--- src/rtl/bapd_pkg.sv ---
// ----------------------------------------------------------------------------
// bapd_pkg
// Shared types and constants of the box average plane decimator.
// ----------------------------------------------------------------------------
package bapd_pkg;

    localparam int SAMPLE_W  = 8;
    localparam int FACTOR_W  = 4;
    localparam int SIZE_W    = 11;
    localparam int ROW_W     = 10;
    localparam int CNT_W     = 3;
    localparam int SUM_W     = 16;
    localparam int RECIP_W   = 23;
    localparam int RECIP_SH  = 22;
    localparam int DIV_IDX_W = 6;
    localparam int PROD_W    = SUM_W + RECIP_W;

    localparam logic [FACTOR_W-1:0] FACTOR_MAX   = 4'd8;
    localparam logic [SIZE_W-1:0]   HEIGHT_LIMIT = 11'd1024;

    localparam logic [FACTOR_W-1:0] X_FACTOR_RST   = 4'd2;
    localparam logic [FACTOR_W-1:0] Y_FACTOR_RST   = 4'd2;
    localparam logic [SIZE_W-1:0]   OUT_WIDTH_RST  = 11'd360;
    localparam logic [SIZE_W-1:0]   OUT_HEIGHT_RST = 11'd288;

    typedef enum logic [1:0] {
        CFG_X_FACTOR   = 2'd0,
        CFG_Y_FACTOR   = 2'd1,
        CFG_OUT_WIDTH  = 2'd2,
        CFG_OUT_HEIGHT = 2'd3
    } t_cfg_index;

    // ceil(2^22 / d) for d = 1 .. 64, indexed by d - 1
    localparam logic [RECIP_W-1:0] RECIP_TABLE [0:63] = '{
        23'd4194304, 23'd2097152, 23'd1398102, 23'd1048576,
        23'd838861,  23'd699051,  23'd599187,  23'd524288,
        23'd466034,  23'd419431,  23'd381301,  23'd349526,
        23'd322639,  23'd299594,  23'd279621,  23'd262144,
        23'd246724,  23'd233017,  23'd220753,  23'd209716,
        23'd199729,  23'd190651,  23'd182362,  23'd174763,
        23'd167773,  23'd161320,  23'd155345,  23'd149797,
        23'd144632,  23'd139811,  23'd135301,  23'd131072,
        23'd127101,  23'd123362,  23'd119838,  23'd116509,
        23'd113360,  23'd110377,  23'd107547,  23'd104858,
        23'd102301,  23'd99865,   23'd97542,   23'd95326,
        23'd93207,   23'd91181,   23'd89241,   23'd87382,
        23'd85599,   23'd83887,   23'd82242,   23'd80660,
        23'd79138,   23'd77673,   23'd76261,   23'd74899,
        23'd73585,   23'd72316,   23'd71090,   23'd69906,
        23'd68760,   23'd67651,   23'd66577,   23'd65536
    };

    typedef struct packed {
        logic accept;
        logic acc;
        logic mul;
        logic load;
    } t_dp_cmd;

    typedef struct packed {
        logic has_result;
        logic out_free;
    } t_dp_status;

endpackage

--- src/rtl/bapd_ctrl.sv ---
// ----------------------------------------------------------------------------
// bapd_ctrl
// Sequencer: accept, accumulate and, when a box completes, scale and hand off the result.
// ----------------------------------------------------------------------------
module bapd_ctrl
    import bapd_pkg::*;
(
    input  logic       i_clk,
    input  logic       i_rst_n,
    input  logic       i_in_valid,
    output logic       o_in_ready,
    input  t_dp_status i_status,
    output t_dp_cmd    o_cmd
);

    typedef enum logic [1:0] {
        ST_IDLE,
        ST_ACC,
        ST_MUL,
        ST_LOAD
    } t_state;

    t_state r_state;
    t_state n_state;

    always_comb begin
        n_state = r_state;
        o_cmd   = '0;
        unique case (r_state)
            ST_IDLE: begin
                o_cmd.accept = i_in_valid;
                if (i_in_valid) begin
                    n_state = ST_ACC;
                end
            end
            ST_ACC: begin
                o_cmd.acc = 1'b1;
                n_state   = i_status.has_result ? ST_MUL : ST_IDLE;
            end
            ST_MUL: begin
                o_cmd.mul = 1'b1;
                n_state   = ST_LOAD;
            end
            ST_LOAD: begin
                if (i_status.out_free) begin
                    o_cmd.load = 1'b1;
                    n_state    = ST_IDLE;
                end
            end
            default: n_state = ST_IDLE;
        endcase
    end

    always_ff @(posedge i_clk) begin
        if (!i_rst_n) begin
            r_state <= ST_IDLE;
        end else begin
            r_state <= n_state;
        end
    end

    assign o_in_ready = (r_state == ST_IDLE);

endmodule

--- config.mk ---
export PLATFORM = sky130hd
export DESIGN_NAME = bapd_ctrl
export DESIGN_NICKNAME = d
export VERILOG_FILES = /design/src/rtl/bapd_pkg.sv /design/src/rtl/bapd_ctrl.sv
export SDC_FILE = /design/constraint.sdc
export NUM_CORES = 1
export LEC_CHECK = 0
export BUFFER_PORTS_ARGS = -buffer_cell sky130_fd_sc_hd__buf_2
export CORE_AREA = 2 2 39 41
export CTS_CLUSTER_SIZE = 20
export DETAILED_ROUTE_END_ITERATION = 12
export DIE_AREA = 0 0 41 43
export HOLD_SLACK_MARGIN = 0.1
export PLACE_DENSITY = 0.31
export RECOVER_POWER = 100
export SLEW_MARGIN = 10
export SYNTH_ARGS = -nofsm -noshare
export SYNTH_HDL_FRONTEND = slang
export SYNTH_SLANG_ARGS = --single-unit
--- constraint.sdc ---
create_clock -name i_clk -period 3.1 [get_ports i_clk]
set_clock_uncertainty 0.2 [all_clocks]
set_input_delay 0.465 -clock i_clk [delete_from_list [all_inputs] [get_ports i_clk]]
set_output_delay 0.465 -clock i_clk [all_outputs]
set_load 0.01 [all_outputs]
## After elaboration in Yosys (flattened, before gate mapping)

Cells that the tools add are included.

| operators by class | value |
|---|---|
| eq/ne operators | 5 |
| multiplexer cells | 9 |
| reductions and logical operators | 2 |

Operators with widths:

| kind | count |
|---|---|
| one-hot mux 2 bit (4 select lines) | 1 |
| 2-to-1 mux 2 bit | 3 |
| 2-to-1 mux 1 bit | 5 |
| == test 2 bit, second input constant | 2 |
| inequality test 2 bit, second input constant | 2 |
| == test 2 x 1 -> 1 bit, second input constant | 1 |
| zero test 2 bit | 1 |
| AND reduction 2 bit | 1 |

| word-level totals | value |
|---|---|
| register bits after elaboration | 2 |
| input port bits | 5 |
| output and inout bits | 5 |
| logic and storage cells | 17 |

## Logic depth before layout (Yosys ltp)

| logic depth | value |
|---|---|
| word-level depth | 3 |
| gate-level depth with buffers | 2 |
| mapped depth without buffers | 2 |

## Least setup slack after synthesis

OpenSTA, ideal clock, no wires.

| path | value |
|---|---|
| path type | register to output |
| start point | reg r_state[0] |
| end point | out o_cmd[3] (netlist bit) |
| data arrival time | 735 ps |
| data required time | 2435 ps |
| setup slack | 1700 ps |
| cell stages (with the launch flop) | 3 |
| buffers on the path | 0 |
| path through | dfxtp_1 nor2_1 and2_1 |

RTL lines:

| item | line | source |
|---|---|---|
| from (decl) | bapd_ctrl.sv:23 | `t_state r_state;` |
| from (signal assigned) | bapd_ctrl.sv:58 | `r_state <= n_state;` |
| to (decl) | bapd_ctrl.sv:13 | `output t_dp_cmd o_cmd` |

==> results by stage <==
Global route:
- For this run the aggregate overflow at the end of global routing stands at 0.
- Entering global routing, the biggest net connects 8 pins.
- The first-pass GRT wire length is 448 µm.
- The total routing usage reported by global routing is 4.61%.
- The number of global-route vias before repair is 130.
- The number of antenna violations at the first check in global routing is 0.

Clock network:
- TritonCTS built the clock tree.
- The number of setup buffers added after CTS is 0.
- For the worst-skew pair, the clock arrives at the later sink with an insertion delay of 230 ps.
- After clock tree synthesis, the clock-pin slew on the worst setup and hold paths is 30 ps.
- The clock tree root buffer cell is sky130_fd_sc_hd__clkbuf_4.
- The number of buffers inserted for hold repair after clock tree synthesis is 0.
- Buffers inserted during clock tree synthesis total 3.
- In this run the number of H-tree levels came out at 1.
- Counting every sink on the clock net gives 2.
- The post-cts gate resize count is 0.
- The clock passes through at most 2 buffers.

Worst setup path:
- The startpoint class of the critical path is a register.
- The data arrival at the endpoint of the critical path is 970 ps.
- The buffer and inverter count on the worst path is 1.
- The kind of cell with the highest combined delay along the critical path is flip-flops.
- Traced cell by cell, the critical path runs through and3_2 -> clkbuf_1.
- The critical path startpoint is r_state[0].
- Measured in cells, the most critical reg-to-reg path has a length of 2.
- For this design, the slowest cell found on the critical path is sky130_fd_sc_hd__dfxtp_1.
- The critical path runs through a total of 2 cells.
- In this run the worst path has a maximum fanout of 7.
- The capturing element of the worst setup path is o_cmd[0].
- The critical path in this run is classified as reg -> out.
- The required time of the critical path is 2430 ps.
- The worst reg-to-reg setup slack is 2030 ps.
- The type of element capturing the critical path is an output pin.
- On the worst path, the slowest cell contributes a delay of 390 ps.

Timing:
- The worst hold-check slack is 258 ps.
- The timing-limited maximum frequency is 612 MHz.
- Setup violations remaining at the end of the flow were counted as 0.
- Setup repair after global routing left no endpoint under its margin.
- The worst pin sits at a relative slew slack of 81.8%.
- The final max-slew violation count came to 0.
- The actual slew at the worst max-slew pin is 270 ps.
- The number of endpoints with negative hold slack in the final report is 0.
- The setup slack of the critical path after layout is 1470 ps.
- The clock period could shrink to 1630 ps.
- Dividing the final minimum period by the clock period gives 52.7%.
- In the final timing run, aggregate negative setup slack is 0 ps.

Drt:
- After detailed routing, the average wire length per cell comes to 8.43 µm.
- Once detail routing completed, the nets flagged for antenna violations numbered 0.
- The DRC violation total after the first TritonRoute iteration is 0.
- The number of remaining DRC errors is 0.
- The overall routed net length is 337 µm.
- The total number of vias is 126.
- For this run, the detailed router's first-pass iteration total came to 1.
- The number of vias per cell after detailed routing is 3.15.

Floorplanning:
- The area of the core is 1380 µm².
- Pin placement for this block handled 10 I/O pins.
- The die height is 43 µm.
- The area enclosed by the die boundary is 1760 µm².
- The die outline width is 41 µm.
- The number of core rows is 14.
- The effective utilization at floorplan is 8.23%.

Placement:
- During placement, the flow inserted port buffers numbering 9.
- Before CTS, the worst setup slack after placement is 1530 ps.
- In this run the cell area measured after placement is 179 µm².
- At the end of routability-driven placement, the weighted congestion stood at 0.477.

Final layout:
- The post-route cell area is 191 µm².
- Compared with the post-synthesis result, the final layout area differs by 68.1%.
- At the end of the flow, the number of nets in the layout was 31.
- The antenna diode instance count is 0.
- Of the cells placed in the final design, the portion with a size suffix greater than 1 is 37.5%.

Yosys:
- Of the total synthesized cell area, the portion taken by AND, OR, NAND and NOR gates is 41.8%.
- The post-synthesis share of cell area spent on full adders, half adders and majority gates is 0%.
- The synthesized design devotes to its leading area cell type 35.2% of total area.
- The summed instance area of the synthesized netlist is 114 µm².
- In the synthesized netlist, the number of instances is 12.
- The average size of a mapped cell is 9.49 µm².
- In the post-synthesis netlist, the biggest area contributors are sky130_fd_sc_hd__dfxtp_1, sky130_fd_sc_hd__o21a_1, sky130_fd_sc_hd__nor2b_1.
- The Yosys step of the flow raised 0 warnings.
- The cell type contributing the most total cell area after synthesis is sky130_fd_sc_hd__dfxtp_1.
- The area fraction in compound gates after synthesis is 23.1%.
- When the netlist entered floorplanning its net count stood at 17.
- The mux cell area share after synthesis is 0%.
- The share of the Yosys chip area taken by registers is 35.2%.
- The number of different library cells used by synthesis comes to 9.
- The area share of xor/xnor cells in the synthesized design is 0%.
- Synthesis inferred 2 register bits.
- By area, the combinational part of the netlist is dominated by simple AND/OR/NAND/NOR gates.

Status:
- The run finished with clean final reports.

Worst hold path:
- The min-delay analysis places its worst path in the category in -> reg.

Power and ir drop:
- For this design the ratio of total power to cell area is 538 nW/µm².
- Power comes to 0.103 mW.
- IR analysis of the VDD net gives a maximum drop of 0.0821 mV.
- For this design the static power due to leakage is 0.0851 nW.

Flow run:
- The max-capacitance violation count is 0.
synth_stat cells (all sizes together):
library cell and number:
and2 1, o21a 2, and2b 1, nor2 1
nor2b 2, a21boi 1, and3b 1, dfxtp 2
and3 1
layout by cell type, fill, tap and decap left out:
cell type                  count
sky130_fd_sc_hd__a21boi_0      1
sky130_fd_sc_hd__dfxtp_1       2
sky130_fd_sc_hd__buf_2         4
sky130_fd_sc_hd__and2b_2       1
sky130_fd_sc_hd__and3_2        1
sky130_fd_sc_hd__and3b_1       1
sky130_fd_sc_hd__nor2_1        1
sky130_fd_sc_hd__o21a_1        2
sky130_fd_sc_hd__and2_1        1
sky130_fd_sc_hd__clkbuf_1      5
sky130_fd_sc_hd__nor2b_1       2
sky130_fd_sc_hd__clkbuf_4      3
worst reg2reg max path: cells and delay by family (launching register included):
| family | cells | cell delay, ps |
|---|---|---|
| compound gates | 2 | 450 |
| flops | 1 | 370 |
per-stage QoR:
step / utilization, % / std cells
floorplan: - / 12
global placement: 12.9 / 37
detailed placement: 12.9 / 37
CTS: 14.6 / 40
global route: 13.8 / 40
finish: 13.8 / 40
routing by layer:
| metal | routed length (µm) | vias to the layer above | global-route usage (%) |
|---|---|---|---|
| li1 | - | 65 | - |
| met1 | 134 | 47 | 3.83 |
| met2 | 111 | 12 | 4.69 |
| met3 | 76 | 2 | 2.09 |
| met4 | 14 | 0 | 10.0 |
| met5 | 0 | - | 0 |
how the worst min path moves through the flow:
stage	from	to	slack, ps	depth (start not counted)
final	i_rst_n	register	260	2
after global routing	i_rst_n	register	280	2
after CTS	i_rst_n	register	250	2
after detailed placement	r_state[0]	r_state[0]	450	2
after global placement	r_state[0]	r_state[0]	430	2
after floorplan	i_rst_n	register	380	1
kinds of logic after synthesis:
| logic type | after synthesis |
|---|---|
| DFF | 2 |
| AOI/OAI and AO/OA | 3 |
| and+or+nand+nor | 7 |
power breakdown:
part | total, mW | internal [mW] | leakage (nW) | switching [mW]
clock network | 0.0581 | 0.0427 | 0.0138 | 0.0153
logic | 0.0150 | 0.00776 | 0.0548 | 0.00725
registers | 0.0298 | 0.0277 | 0.0165 | 0.00210
final cells by class:
class | count | area (µm²)
Clock buffer | 3 | 22.5
Fill cell | 167 | 1190
Multi-Input combinational cell | 10 | 70.1
Sequential cell | 2 | 40.0
Tap cell | 16 | 20.0
Timing Repair Buffer | 9 | 38.8
(Power assumes the default switching activity.)
